<file path="config.mk">
export PLATFORM = sky130hd
export DESIGN_NAME = duration_string_to_minutes
export DESIGN_NICKNAME = d
export VERILOG_FILES = /design/src/rtl/dstm_pkg.sv /design/src/rtl/duration_string_to_minutes.sv
export SDC_FILE = /design/constraint.sdc
export NUM_CORES = 1
export LEC_CHECK = 0
export ABC_AREA = 1
export BUFFER_PORTS_ARGS = -buffer_cell sky130_fd_sc_hd__buf_4
export CAP_MARGIN = 20
export CORE_MARGIN = 2
export CORE_UTILIZATION = 50
export DETAILED_ROUTE_END_ITERATION = 8
export HOLD_SLACK_MARGIN = 0.06
export PLACE_DENSITY_LB_ADDON = 0.12
export RECOVER_POWER = 50
export SETUP_SLACK_MARGIN = 0.1
export SYNTH_ARGS = -nofsm -noshare
export SYNTH_HDL_FRONTEND = slang
export SYNTH_SLANG_ARGS = --single-unit
</file>
<file path="constraint.sdc">
create_clock -name clk -period 8.8 [get_ports clk]
set_input_delay 0.88 -clock clk [delete_from_list [all_inputs] [get_ports clk]]
set_output_delay 0.88 -clock clk [all_outputs]
set_load 0.01 [all_outputs]
</file>
<file path="src/rtl/dstm_pkg.sv">
// ----------------------------------------------------------------------------
// Duration text to minutes: shared definitions
// Result status codes, character codes and the constant multipliers used by
// the duration parser.
// ----------------------------------------------------------------------------
package dstm_pkg;

  typedef logic [7:0] byte_t;

  typedef enum logic [1:0] {
    ST_VALID     = 2'd0,
    ST_INVALID   = 2'd1,
    ST_TOO_LARGE = 2'd2
  } status_t;

  localparam int MINUTES_W = 31;
  localparam logic [MINUTES_W-1:0] MINUTES_MAX = '1;

  localparam int MIN_PER_DAY  = 1440;
  localparam int MIN_PER_HOUR = 60;
  localparam int DEC_BASE     = 10;

  // Part index of the third colon-separated field.
  localparam logic [1:0] LAST_PART = 2'd2;

  localparam logic [3:0] POS_MAX = 4'd15;

  localparam byte_t CH_ZERO  = "0";
  localparam byte_t CH_NINE  = "9";
  localparam byte_t CH_COLON = ":";
  localparam byte_t CH_DASH  = "-";
  localparam byte_t CH_SPACE = 8'h20;
  localparam byte_t CH_TAB   = 8'h09;
  localparam byte_t CH_CR    = 8'h0D;
  localparam byte_t CH_LF    = 8'h0A;

  localparam int WORD_LEN = 9;
  localparam byte_t WORD_UPPER [WORD_LEN] = '{"U", "N", "L", "I", "M", "I", "T", "E", "D"};
  localparam byte_t WORD_LOWER [WORD_LEN] = '{"u", "n", "l", "i", "m", "i", "t", "e", "d"};

endpackage

</file>
<file path="src/rtl/duration_string_to_minutes.sv">
// ----------------------------------------------------------------------------
// Duration text to minutes
// Parses a batch-job time limit text (M, M:S, H:M:S, D-H, D-H:M, D-H:M:S,
// UNLIMITED) one character per item and returns whole minutes, rounded up.
// ----------------------------------------------------------------------------
// The block takes one character item in every clock cycle while in_tready
// is high, with no gaps needed between texts. A text ends with the item
// that has tlast set, or with an item that has tuser set (that item carries
// no character). Once its final item is accepted, a text's result passes
// through the input register, where the parser state takes the character,
// the snapshot, the product stage (constant day and hour multiplications)
// and the final saturating sum into the output register. Characters that end
// no text keep flowing while a result waits on the output, so input is only
// held off when every stage behind the parser holds a result.
module duration_string_to_minutes #(
  parameter int VALUE_WIDTH = 31
) (
  input  logic        clk,
  input  logic        rst_n,
  input  logic        in_tvalid,
  output logic        in_tready,
  input  logic [7:0]  in_tdata,   // [7:0] char_code
  input  logic        in_tlast,   // last_char
  input  logic        in_tuser,   // empty_text
  output logic        out_tvalid,
  input  logic        out_tready,
  output logic [39:0] out_tdata   // [30:0] minutes, [32:31] status, rest zero
);
  import dstm_pkg::*;

  localparam int VW = VALUE_WIDTH;
  localparam int PW = VW + 4;
  localparam int DW = VW + 11;
  localparam int HW = VW + 6;
  localparam int SW = VW + 2;
  localparam int CW = (SW > MINUTES_W) ? SW : MINUTES_W;
  localparam logic [VW-1:0] VMAX = '1;

  // Input register.
  logic        a_v_r;
  byte_t       a_char_r;
  logic        a_last_r;
  logic        a_empty_r;

  // Parser state.
  logic [VW-1:0] day_r, day_nxt, day_b;
  logic [VW-1:0] pv_r [3];
  logic [VW-1:0] pv_nxt [3];
  logic [VW-1:0] pv_b [3];
  logic [1:0]    pidx_r, pidx_nxt, pidx_b;
  logic          dig_r, dig_nxt, dig_b;
  logic          dash_r, dash_nxt, dash_b;
  logic          blank_r, blank_nxt, blank_b;
  logic          fmt_r, fmt_nxt, fmt_b;
  logic          ovr_r, ovr_nxt, ovr_b;
  logic [1:0]    wm_r, wm_nxt, wm_b;
  logic [3:0]    pos_r, pos_nxt, pos_b;

  // Snapshot of the state at the end of a text.
  logic          s_v_r;
  logic [VW-1:0] s_day_r;
  logic [VW-1:0] s_pv_r [3];
  logic [1:0]    s_pidx_r;
  logic          s_dig_r, s_dash_r, s_blank_r, s_fmt_r, s_ovr_r;
  logic [1:0]    s_wm_r;
  logic [3:0]    s_pos_r;

  // Product stage.
  logic          c_v_r;
  logic [VW-1:0] c_a_r, c_b_r, c_c_r;
  logic          c_inc_r, c_ov_r, c_inv_r;
  logic [VW-1:0] c_a_nxt, c_b_nxt, c_c_nxt;
  logic          c_inc_nxt, c_ov_nxt, c_inv_nxt;

  // Output register.
  logic                 out_v_r;
  logic [MINUTES_W-1:0] out_min_r, out_min_nxt;
  status_t              out_st_r, out_st_nxt;

  // Flow control.
  logic out_free, c_go, c_free, s_go, s_free, a_end, a_go;

  assign out_free  = !out_v_r || out_tready;
  assign c_go      = c_v_r && out_free;
  assign c_free    = !c_v_r || out_free;
  assign s_go      = s_v_r && c_free;
  assign s_free    = !s_v_r || c_free;
  assign a_end     = a_last_r || a_empty_r;
  assign a_go      = a_v_r && (!a_end || s_free);
  assign in_tready = !a_v_r || a_go;

  always_ff @(posedge clk) begin
    if (!rst_n) begin
      a_v_r <= 1'b0;
    end else if (in_tready) begin
      a_v_r <= in_tvalid;
    end
  end

  always_ff @(posedge clk) begin
    if (in_tready && in_tvalid) begin
      a_char_r  <= in_tdata;
      a_last_r  <= in_tlast;
      a_empty_r <= in_tuser;
    end
  end

  // State after taking the character in the input register.
  logic [3:0]    digit;
  logic [PW-1:0] acc;

  always_comb begin
    day_nxt   = day_r;
    pv_nxt    = pv_r;
    pidx_nxt  = pidx_r;
    dig_nxt   = dig_r;
    dash_nxt  = dash_r;
    blank_nxt = blank_r;
    fmt_nxt   = fmt_r;
    ovr_nxt   = ovr_r;
    wm_nxt    = wm_r;
    pos_nxt   = pos_r;
    digit     = 4'(a_char_r - CH_ZERO);
    acc       = PW'(pv_r[pidx_r]) * PW'(DEC_BASE) + PW'(digit);

    if (pos_r < 4'(WORD_LEN)) begin
      if (a_char_r != WORD_UPPER[pos_r]) wm_nxt[0] = 1'b0;
      if (a_char_r != WORD_LOWER[pos_r]) wm_nxt[1] = 1'b0;
    end else begin
      wm_nxt = 2'b00;
    end
    if (pos_r < POS_MAX) pos_nxt = pos_r + 4'd1;

    if (a_char_r inside {[CH_ZERO:CH_NINE]}) begin
      if (acc > PW'(VMAX)) begin
        pv_nxt[pidx_r] = VMAX;
        ovr_nxt        = 1'b1;
      end else begin
        pv_nxt[pidx_r] = acc[VW-1:0];
      end
      dig_nxt   = 1'b1;
      blank_nxt = 1'b0;
    end else if (a_char_r == CH_COLON) begin
      if (pidx_r >= LAST_PART || !dig_r) begin
        fmt_nxt = 1'b1;
      end else begin
        pidx_nxt = pidx_r + 2'd1;
        dig_nxt  = 1'b0;
      end
      blank_nxt = 1'b0;
    end else if (a_char_r == CH_DASH && !dash_r) begin
      dash_nxt = 1'b1;
      if (pidx_r != 2'd0 || !dig_r || fmt_r) begin
        fmt_nxt   = 1'b1;
        blank_nxt = 1'b0;
      end else begin
        day_nxt   = pv_r[0];
        pv_nxt[0] = '0;
        dig_nxt   = 1'b0;
        blank_nxt = 1'b1;
      end
    end else begin
      fmt_nxt = 1'b1;
      if (!(a_char_r inside {CH_SPACE, CH_TAB, CH_CR, CH_LF})) blank_nxt = 1'b0;
    end
  end

  // An empty item ends the text without a character.
  always_comb begin
    day_b   = a_empty_r ? day_r   : day_nxt;
    pv_b    = pv_nxt;
    if (a_empty_r) pv_b = pv_r;
    pidx_b  = a_empty_r ? pidx_r  : pidx_nxt;
    dig_b   = a_empty_r ? dig_r   : dig_nxt;
    dash_b  = a_empty_r ? dash_r  : dash_nxt;
    blank_b = a_empty_r ? blank_r : blank_nxt;
    fmt_b   = a_empty_r ? fmt_r   : fmt_nxt;
    ovr_b   = a_empty_r ? ovr_r   : ovr_nxt;
    wm_b    = a_empty_r ? wm_r    : wm_nxt;
    pos_b   = a_empty_r ? pos_r   : pos_nxt;
  end

  always_ff @(posedge clk) begin
    if (!rst_n || (a_go && a_end)) begin
      day_r   <= '0;
      pv_r    <= '{default: '0};
      pidx_r  <= '0;
      dig_r   <= 1'b0;
      dash_r  <= 1'b0;
      blank_r <= 1'b1;
      fmt_r   <= 1'b0;
      ovr_r   <= 1'b0;
      wm_r    <= 2'b11;
      pos_r   <= '0;
    end else if (a_go) begin
      day_r   <= day_nxt;
      pv_r    <= pv_nxt;
      pidx_r  <= pidx_nxt;
      dig_r   <= dig_nxt;
      dash_r  <= dash_nxt;
      blank_r <= blank_nxt;
      fmt_r   <= fmt_nxt;
      ovr_r   <= ovr_nxt;
      wm_r    <= wm_nxt;
      pos_r   <= pos_nxt;
    end
  end

  always_ff @(posedge clk) begin
    if (!rst_n) begin
      s_v_r <= 1'b0;
    end else if (a_go && a_end) begin
      s_v_r <= 1'b1;
    end else if (s_go) begin
      s_v_r <= 1'b0;
    end
  end

  always_ff @(posedge clk) begin
    if (a_go && a_end) begin
      s_day_r   <= day_b;
      s_pv_r    <= pv_b;
      s_pidx_r  <= pidx_b;
      s_dig_r   <= dig_b;
      s_dash_r  <= dash_b;
      s_blank_r <= blank_b;
      s_fmt_r   <= fmt_b;
      s_ovr_r   <= ovr_b;
      s_wm_r    <= wm_b;
      s_pos_r   <= pos_b;
    end
  end

  // Pick the terms of the final sum and form the saturated products.
  logic [DW-1:0] day_prod;
  logic [HW-1:0] hr_prod;
  logic [VW-1:0] day_sat, hr_sat;
  logic          day_ov, hr_ov, zero_case, three_parts, two_plus;

  always_comb begin
    day_prod    = DW'(s_day_r) * DW'(MIN_PER_DAY);
    hr_prod     = HW'(s_pv_r[0]) * HW'(MIN_PER_HOUR);
    day_ov      = day_prod > DW'(VMAX);
    hr_ov       = hr_prod > HW'(VMAX);
    day_sat     = day_ov ? VMAX : day_prod[VW-1:0];
    hr_sat      = hr_ov ? VMAX : hr_prod[VW-1:0];
    zero_case   = (s_pos_r == 4'd0) || (s_pos_r == 4'(WORD_LEN) && s_wm_r != 2'b00);
    three_parts = s_pidx_r == LAST_PART;
    two_plus    = s_pidx_r != 2'd0;

    c_a_nxt   = '0;
    c_b_nxt   = '0;
    c_c_nxt   = '0;
    c_inc_nxt = 1'b0;
    c_ov_nxt  = s_ovr_r;
    c_inv_nxt = 1'b0;

    if (zero_case) begin
      c_inv_nxt = 1'b0;
    end else if (s_dash_r && s_blank_r) begin
      c_a_nxt  = day_sat;
      c_ov_nxt = s_ovr_r || day_ov;
    end else if (s_fmt_r || !s_dig_r) begin
      c_inv_nxt = 1'b1;
    end else if (!s_dash_r) begin
      if (three_parts) begin
        c_b_nxt   = hr_sat;
        c_c_nxt   = s_pv_r[1];
        c_inc_nxt = s_pv_r[2] != '0;
        c_ov_nxt  = s_ovr_r || hr_ov;
      end else begin
        c_b_nxt   = s_pv_r[0];
        c_inc_nxt = two_plus && (s_pv_r[1] != '0);
      end
    end else begin
      c_a_nxt   = day_sat;
      c_b_nxt   = hr_sat;
      c_c_nxt   = two_plus ? s_pv_r[1] : '0;
      c_inc_nxt = three_parts && (s_pv_r[2] != '0);
      c_ov_nxt  = s_ovr_r || day_ov || hr_ov;
    end
  end

  always_ff @(posedge clk) begin
    if (!rst_n) begin
      c_v_r <= 1'b0;
    end else if (c_free) begin
      c_v_r <= s_v_r;
    end
  end

  always_ff @(posedge clk) begin
    if (s_go) begin
      c_a_r   <= c_a_nxt;
      c_b_r   <= c_b_nxt;
      c_c_r   <= c_c_nxt;
      c_inc_r <= c_inc_nxt;
      c_ov_r  <= c_ov_nxt;
      c_inv_r <= c_inv_nxt;
    end
  end

  // Saturating sum of all terms: the operands are never negative, so
  // saturating the total gives the same value as saturating each step.
  logic [SW-1:0] sum;
  logic          sum_ov, clip;
  logic [VW-1:0] m_sat;
  logic [CW-1:0] m_ext;

  always_comb begin
    sum    = SW'(c_a_r) + SW'(c_b_r) + SW'(c_c_r) + SW'(c_inc_r);
    sum_ov = sum > SW'(VMAX);
    m_sat  = sum_ov ? VMAX : sum[VW-1:0];
    m_ext  = CW'(m_sat);
    clip   = m_ext > CW'(MINUTES_MAX);
    if (c_inv_r) begin
      out_min_nxt = '0;
      out_st_nxt  = ST_INVALID;
    end else begin
      out_min_nxt = clip ? MINUTES_MAX : m_ext[MINUTES_W-1:0];
      out_st_nxt  = (c_ov_r || sum_ov || clip) ? ST_TOO_LARGE : ST_VALID;
    end
  end

  always_ff @(posedge clk) begin
    if (!rst_n) begin
      out_v_r <= 1'b0;
    end else if (out_free) begin
      out_v_r <= c_v_r;
    end
  end

  always_ff @(posedge clk) begin
    if (c_go) begin
      out_min_r <= out_min_nxt;
      out_st_r  <= out_st_nxt;
    end
  end

  assign out_tvalid = out_v_r;
  assign out_tdata  = {7'd0, out_st_r, out_min_r};

  // A format error always reports zero minutes.
  a_invalid_zero: assert property (@(posedge clk) disable iff (!rst_n)
    (out_tvalid && out_st_r == ST_INVALID) |-> (out_min_r == '0))
    else $error("invalid result with nonzero minutes");

  // The end of a text always leaves a snapshot waiting for the product stage.
  a_end_snapshot: assert property (@(posedge clk) disable iff (!rst_n)
    (a_go && a_end) |=> s_v_r)
    else $error("text end lost before the product stage");

  // Parser state is back to its start values after each text.
  a_end_clears: assert property (@(posedge clk) disable iff (!rst_n)
    (a_go && a_end) |=> (pos_r == 4'd0 && pidx_r == 2'd0 && wm_r == 2'b11))
    else $error("parser state not cleared after text end");

  // A result never overwrites one that is still waiting.
  a_no_overrun: assert property (@(posedge clk) disable iff (!rst_n)
    (out_tvalid && !out_tready) |=> (out_tvalid && $stable(out_tdata)))
    else $error("waiting result changed");

endmodule

</file>
==> results, run 1 <==
- The max-capacitance violation count is 7.
- The clock drives 413 sinks.
- The hold violation count in the final report is 0.
- The capturing element of the worst setup path is s_day_r[7].
- The initial antenna violation count was 0.
- In this run the static leakage power is 0.0156 uW.
- STA classifies the critical path startpoint as a flip-flop.
- The total count of max-transition violations in the final report came to 346.
- The die is 257 um wide.
- The mean instance size in the synthesized netlist is 7.79 um^2.
- The count of state elements after synthesis is 413.
- The area share of and/or/nand/nor cells after synthesis is 20.6%.
- Of all flip-flops after synthesis, the portion carrying an async set or reset was 0%.
- After routing, the total negative slack on setup checks comes to 0 ns.
- The clock tree synthesis step divided the H-tree into 2 levels.
- The main combinational cell family by area after synthesis is simple AND/OR/NAND/NOR gates.
- Counting flops with a built-in enable in the synthesized netlist gives 272.
- The worst-case register-to-register setup slack is 2.04 ns.
- In the final routed layout, each cell accounts on average for 17.7 um.
- The filler cell count is 6041.
- The final number of setup-violating endpoints is 0.
- From bottom edge to top edge, the die measures 257 um.
- The remaining design rule violation count is 0.
- The via count of the first global-routing pass came to 25026.
- The total power is 6360 uW.
- Setup repair after global routing left no endpoint under its margin.
- The flow ran to the end, but the final reports show violations.
- Entering global routing, the biggest net connects 102 pins.
- The final reports fail on capacitance limit, slew limit.
- The total I/O pin count is 56.
- The data required time of the worst path is 8.92 ns.
- The share of post-route cells with drive strength above 1 is 4.96%.
- The worst register-to-register path ends at s_day_r[7].
- The number of buffers added by the clock tree synthesis step is 47.
- The Yosys warning count is 0.
- The worst path arrival time is 6.88 ns.
- In this run the core area contains 92 standard-cell rows.
- The timing startpoint of the critical path is a_empty_r.
- In the routed layout, each cell is associated on average with a via count of 5.39.
- Among all flip-flop cells after synthesis, the most frequent one is edfxtp_1.
- The synthesized netlist devotes 2.87% of its cell area to XOR and XNOR gates.
- The leftover overflow at the end of global routing is 0.
- The maximum clock frequency is 0.148 GHz.
- The top cell types in the final layout, fill and taps aside, are nand2_1, inv_1, o21ai_0.
- The number of standard cells after synthesis is 4109.
- In this run the biggest area consumer among cell types represents 25.5% of the synthesized area.
- Detailed routing inserted a total of 26753 vias.
- Sorting the synthesized cells by area gives the leading types as edfxtp_1, nand2_1, fa_1.
- The critical path endpoint category is a flip-flop.
- The congestion estimate from routability-driven global placement came to 0.921.
- The number of nets still failing antenna checks after routing is 0.
- Sequential cells were found to cover 34.3% of the synthesized design area.
- The post-placement cell area is 0.0329 mm^2.
- The clock transition at the registers of the reported paths is 0.06 ns.
- The detailed router's first-iteration violation count is 2063.
- Synthesis instantiated 54 different standard cells from the library.
- Clock skew on the completed layout was measured at 0.0347 ns.
- The global-route total usage across every layer is 26.4%.
- Relative to the synthesized area, the layout overhead comes to 7.63%.
- Of the total synthesized cell area, the portion taken by full adders, half adders and majority gates is 17.6%.
- The number of I/O port buffers is 48.
- In this run the worst hold path is classified as flip-flop to flip-flop.
- The clock period minus final worst setup slack is 6.76 ns.
- The number of antenna diodes in the final layout is 0.
- Once detailed placement completed, the half-perimeter wirelength came to 67600 um.
- For this design, the CTS-stage hold fixing added 0 buffers.
- After synthesis, the share of cell area in mux cells is 0%.
- With fillers left out, the area of the finished cells amounts to 0.0345 mm^2.
- TritonCTS built the clock tree.
- Summed over all instances, the cell type with the most area after synthesis is edfxtp_1.
- The first global-routing pass estimated 139000 um of wire.
- In this run the tightest slew margin relative to its limit is -136%.
- The ratio of total power to cell area is 185 mW/mm^2.
- The critical path is of the flip-flop to flip-flop type.
- The post-synth design cell area is 0.0320 mm^2.
- The reg-to-reg startpoint is a_empty_r.
- For this block, the routed nets add up to 88000 um of wire.
- In this run the worst path has a maximum fanout of 60.
- No sink is reached through more buffers than the 3 on the longest clock path.
- The most frequent standard cell in the layout excluding fill and tap cells is nand2_1.
- The first-pass detailed-route iteration total is 5.
- In the final design database the tool counted 4448 nets.
- The number of gates resized after CTS was 0.
- The region available for standard cell placement spans 0.0632 mm^2.
- The master cell of the clock root buffer is clkbuf_16.
- For this configuration, the core starts out at a cell density of 50.7%.
- The die footprint is 0.0661 mm^2.
- The maximum ir drop on the vdd rail is 0.142 mV.
- The compound-cell area share of the yosys netlist is 15.3%.
- Post-CTS timing repair inserted 0 buffers for setup.
- The actual slew at the worst max-slew pin is 3.53 ns.
- The final critical path takes up 76.8% of the cycle.
- Measured in cells, the most critical reg-to-reg path has a length of 4.
- The clock network latency to the later pin of the worst-skew pair is 0.62 ns.
[per-stage QoR]
stage	cells	setup WS, ns	utilization [%]	hold slack (ns)
finish	4959	2.04	54.5	0.459
global route	4959	1.24	54.5	0.448
CTS	4957	2.44	54.7	0.417
detailed placement	4869	2.47	52.1	0.456
global placement	4869	2.50	52.1	0.453
floorplan	4115	4.11	-	0.436
[report_power, final]
part | internal, uW | switching [uW] | leakage, uW
sequential | 2170 | 92.0 | 0.00375
combinational | 671 | 1320 | 0.0111
clock | 1250 | 852 | 0.000818
total | 4090 | 2270 | 0.0156
[worst min-delay path by stage]
stage,slack (ns),from,depth (start not counted),to
2_1_floorplan,0.44,ovr_r,2,ovr_r
3_3_place_gp,0.45,ovr_r,2,ovr_r
3_5_place_dp,0.46,ovr_r,2,ovr_r
4_1_cts,0.42,in_tuser,1,a_empty_r
5_1_grt,0.45,in_tdata[1],1,a_char_r[1]
6_report,0.46,s_v_r,2,c_v_r
[worst max-delay path: stages, from the launching register on]
cell,delay (ns)
edfxtp_1,0.32
clkbuf_1,1.87
o21ai_0,0.47
clkinvlp_2,0.93
clkbuf_1,2.53
[cells by family (layout without fill, tap and decap cells)]
family	after synthesis	in the layout
simple gates	1579	1579
buf+inv	763	761
fa+ha+maj	360	360
flops	413	413
xor+xnor	104	104
other cells	1	7
compound gates	889	889
[flip-flops by register name, summed over array words and instances (netlist names), 27 cells and up]
signal	count
out_min_r	31
c_a_r	27
c_b_r	31
pv_r	93
s_pv_r	93
c_c_r	31
s_day_r	31
day_r	31
[cell usage after synthesis (39+ instances only)]
cell type,n
nand2_1,890
inv_1,597
o21ai_0,361
nor2_1,341
a21oi_1,339
edfxtp_1,272
ha_1,211
nand3_1,171
fa_1,149
dfxtp_1,141
clkbuf_1,131
xor2_1,71
o22ai_1,61
nand4_1,45
nor3_1,42
or2_2,39
[cell type report]
type / instances / area, um^2 / share of cell area (%)
sequential: 413 / 11000 / 31.9
multi-input combinational: 2939 / 18100 / 52.5
timing repair buffer: 70 / 384 / 1.11
tap: 846 / 1060 / 3.07
clock buffer: 61 / 1330 / 3.86
inverter: 603 / 2270 / 6.58
clock inverter: 27 / 325 / 0.944
[per-layer routing]
metal,track usage (%),up-vias,share of wire [%]
met5,0,-,0
met4,7.62,0,2.7
met3,3.76,122,5.9
met2,41.8,723,45
met1,37.6,12392,46
li1,-,13516,-
Power figures use the tool's default switching activity.
==> run 2: changes to the inputs <==
- clock period: 8.8 -> 6 ns (I/O delays scaled with it)
==> run 2 against run 1 <==
The run still ends with capacitance limit, slew limit left. Sequential cell count unchanged. Clock-buffer cell count decreased by 8. Sequential share of layout area fell by 0.19 points. First-iteration DRC count grew 2.7%. Total power up 49%. Combinational power grew 48%. Final area up 0.61%. Worst hold slack worse by 0.26 ns. Utilization grew 0.33 points. Clock power grew 51%. Setup slack worse by 1.5 ns. Global-route usage up 0.61 points. Critical endpoint is now s_pv_r[57]. Largest cell class unchanged.
==> results, run 2 (same netlist as run 1, synthesis figures left out) <==
- Outcome: finished, violations left (unchanged).
- Violations in the final reports: capacitance limit, slew limit (unchanged).
- The remaining design rule violation count came to 0 (unchanged).
- The logic gate share of total power is 31.2% (was 31.4%).
- The biggest cell delay along the critical path is 0.47 ns (was 2.53 ns).
- The capturing element of the worst setup path is s_pv_r[57] (was s_day_r[7]).
- The clock period minus final worst setup slack was 5.45 ns (was 6.76 ns).
- The timing startpoint of the critical path is pidx_r[1] (was a_empty_r).
- The worst reg-to-reg path cell count came to 25 (was 4).
- The number of buffers added by the clock tree synthesis step came to 47 (unchanged).
- The normalized max-slew margin is -188% (was -136%).
- The path type of the worst min-delay path is input port to flip-flop (was flip-flop to flip-flop).
- The highest net fanout along the worst path is 30 (was 60).
- The endpoint of the worst-slack reg-to-reg timing path is s_pv_r[57] (was s_day_r[7]).
- The number of nets still failing antenna checks after routing is 0 (unchanged).
- The worst setup path category is flip-flop to flip-flop (unchanged).
- The routed via count is 26949 (was 26753).
- The share of total power consumed by net switching is 35.0% (was 35.6%).
- The horizontal die dimension is 257 um (unchanged).
- The ratio of total power to cell area was 273 mW/mm^2 (was 185 mW/mm^2).
- The kind of start point of the critical path is a flip-flop (unchanged).
- The number of H-tree levels is 2 (unchanged).
- The leftover overflow at the end of global routing is 0 (unchanged).
- The die footprint was 0.0661 mm^2 (unchanged).
- The number of diodes is 0 (unchanged).
- The most repeated library cell on the critical path is nand2_1 (was clkbuf_1).
- The clock tree from TritonCTS is built (unchanged).
- The maximum ir drop on the vdd rail came to 0.196 mV (was 0.142 mV).
- The internal power consumption is 6140 uW (was 4090 uW).
- The number of gates resized after CTS is 0 (unchanged).
- The detailed router's first-iteration violation count was 2119 (was 2063).
- The buffer count from post-CTS setup fixing came to 0 (unchanged).
- The net count of the finished layout was 4466 (was 4448).
- The master cell of the clock root buffer was clkbuf_16 (unchanged).
- Most used cells in the layout excluding fill and tap cells: nand2_1, inv_1, o21ai_0 (unchanged).
- The via count of the first global-routing pass came to 25229 (was 25026).
- The data required time of the worst path is 6.35 ns (was 8.92 ns).
- The slowest cell on the critical path is o21ai_0 (was clkbuf_1).
- The total I/O pin count is 56 (unchanged).
- The number of buffers inserted for hold repair after clock tree synthesis came to 0 (unchanged).
- The share of power burned in registers is 35.3% (was 35.6%).
- The effective utilization at floorplan is 50.7% (unchanged).
- The first-pass detailed-route iteration total is 6 (was 5).
- The max-capacitance violation count is 6 (was 7).
- The global-route total usage across every layer is 27.0% (was 26.4%).
- The standard-cell row count was 92 (unchanged).
- The utilization after layout came to 54.9% (was 54.5%).
- The maximum clock frequency was 0.183 GHz (was 0.148 GHz).
- The total power is 9450 uW (was 6360 uW).
- The critical path endpoint category is a flip-flop (unchanged).
- The clock network power share was 33.5% (was 33.0%).
- The hold violation count in the final report was 0 (unchanged).
- The cell class contributing the biggest share of worst-path delay is simple AND/OR/NAND/NOR gates (was buffers and inverters).
- The clock network latency to the later pin of the worst-skew pair came to 0.60 ns (was 0.62 ns).
- The core box area is 0.0632 mm^2 (unchanged).
- The setup skew after layout was 0.0225 ns (was 0.0347 ns).
- The number of clock sinks came to 413 (unchanged).
- RSZ-0062 raised after global routing: false (unchanged).
- The initial antenna violation count is 0 (unchanged).
- The worst-case clock buffer depth was 3 (unchanged).
- The total leakage power came to 0.0157 uW (was 0.0156 uW).
- The actual slew at the worst max-slew pin is 4.32 ns (was 3.53 ns).
- The worst path arrival time is 5.80 ns (was 6.88 ns).
- The share of the clock period used by the worst path after layout is 90.9% (was 76.8%).
- The largest net degree at the start of global routing is 147 (was 102).
- The number of I/O port buffers is 48 (unchanged).
- The total negative slack for setup checks is 0 ns (unchanged).
- The count of buffer and inverter cells on the critical path is 5 (was 3).
- The reg-to-reg startpoint is pidx_r[1] (was a_empty_r).
- Largest registers ranked by flip-flop count: pv_r: 93 flops, s_pv_r: 93 flops (unchanged).
- The wire length of the first global-routing pass came to 141000 um (was 139000 um).
- The number of vias per cell after detailed routing is 5.41 (was 5.39).
- The most frequent standard cell in the layout excluding fill and tap cells is nand2_1 (unchanged).
- The layout overhead on the synthesized area came to 8.29% (was 7.63%).
- The average routed wire per standard cell is 18.0 um (was 17.7 um).
- The clock transition at the registers of the reported paths is 0.06 ns (about the same).
- The share of post-route cells with drive strength above 1 is 5.47% (was 4.96%).
- The number of logic stages on the critical path including buffering is 25 (was 4).
- The HPWL after detailed placement is 69600 um (was 67600 um).
- The total count of max-transition violations in the final report is 464 (was 346).
- The weighted congestion reported at the end of routability-driven placement came to 0.934 (was 0.921).
- The sum of routed wire length over all layers is 89600 um (was 88000 um).
- The die boundary height is 257 um (unchanged).
- The switching component of the power is 3310 uW (was 2270 uW).
- The final number of setup-violating endpoints is 0 (unchanged).
- The worst-case register-to-register setup slack is 0.55 ns (was 2.04 ns).
[run 2: cell count changes in the layout (fill, tap and decap cells not counted), moves of 2 or more]
cell / delta
buf_4: +17
bufinv_16: +4
clkbuf_1: -5
clkbuf_2: +3
clkbuf_8: -7
clkinv_1: +3
inv_2: -2
nand2_1: -2
nand2_2: +2
[run 2: worst register-to-register path: cells and delay by family (launching register included)]
family                     cells  cell delay (ns)
DFF                            1             0.33
adders and majority gates      2             0.74
AOI/OAI and AO/OA              4             0.91
buffers and inverters          5             1.06
and+or+nand+nor               14             2.14
[run 2: power by group through the flow]
| stage | clock (uW) | sequential, uW | combinational (uW) |
|---|---|---|---|
| after floorplan | 0 | 3330 | 2230 |
| after global placement | 0 | 3390 | 2930 |
| after detailed placement | 0 | 3390 | 2920 |
| after CTS | 3230 | 3330 | 2940 |
| after global routing | 3340 | 3350 | 3340 |
| final | 3170 | 3330 | 2950 |
[run 2: area by class of cell]
class                      instances  area, um^2
inverter                         603        2270
multi-input combinational       2939       18100
tap                              846        1060
clock buffer                      53        1250
fill                            6005       28500
sequential                       413       11000
timing repair buffer              88         536
clock inverter                    35         459
[run 2: routing by layer]
layer  routed length [um]  track usage (%)  up-vias
met5                    0                0        -
met4                 2390             7.59        0
met3                 5280             3.13      110
met2                41300             43.7      770
met1                40700             38.3    12513
li1                     -                -    13556
[run 2: worst min path at each step]
stage	start	endpoint	slack [ns]	cells after the start
after detailed placement	ovr_r	ovr_r	0.45	2
after global routing	in_tdata[7]	a_char_r[7]	0.18	1
after floorplan	ovr_r	ovr_r	0.44	2
final	in_tdata[1]	a_char_r[1]	0.20	1
after CTS	in_tdata[1]	a_char_r[1]	0.15	1
after global placement	ovr_r	ovr_r	0.45	2
[run 2: metrics by stage]
step | setup WS, ns | hold WS, ns | cell area (um^2) | instances
2_1_floorplan | 1.59 | 0.436 | 32000 | 4115
3_3_place_gp | 0.475 | 0.445 | 33100 | 4888
3_5_place_dp | 0.477 | 0.449 | 33100 | 4888
4_1_cts | 0.485 | 0.154 | 34800 | 4976
5_1_grt | 0.108 | 0.176 | 34700 | 4977
6_report | 0.546 | 0.196 | 34700 | 4977
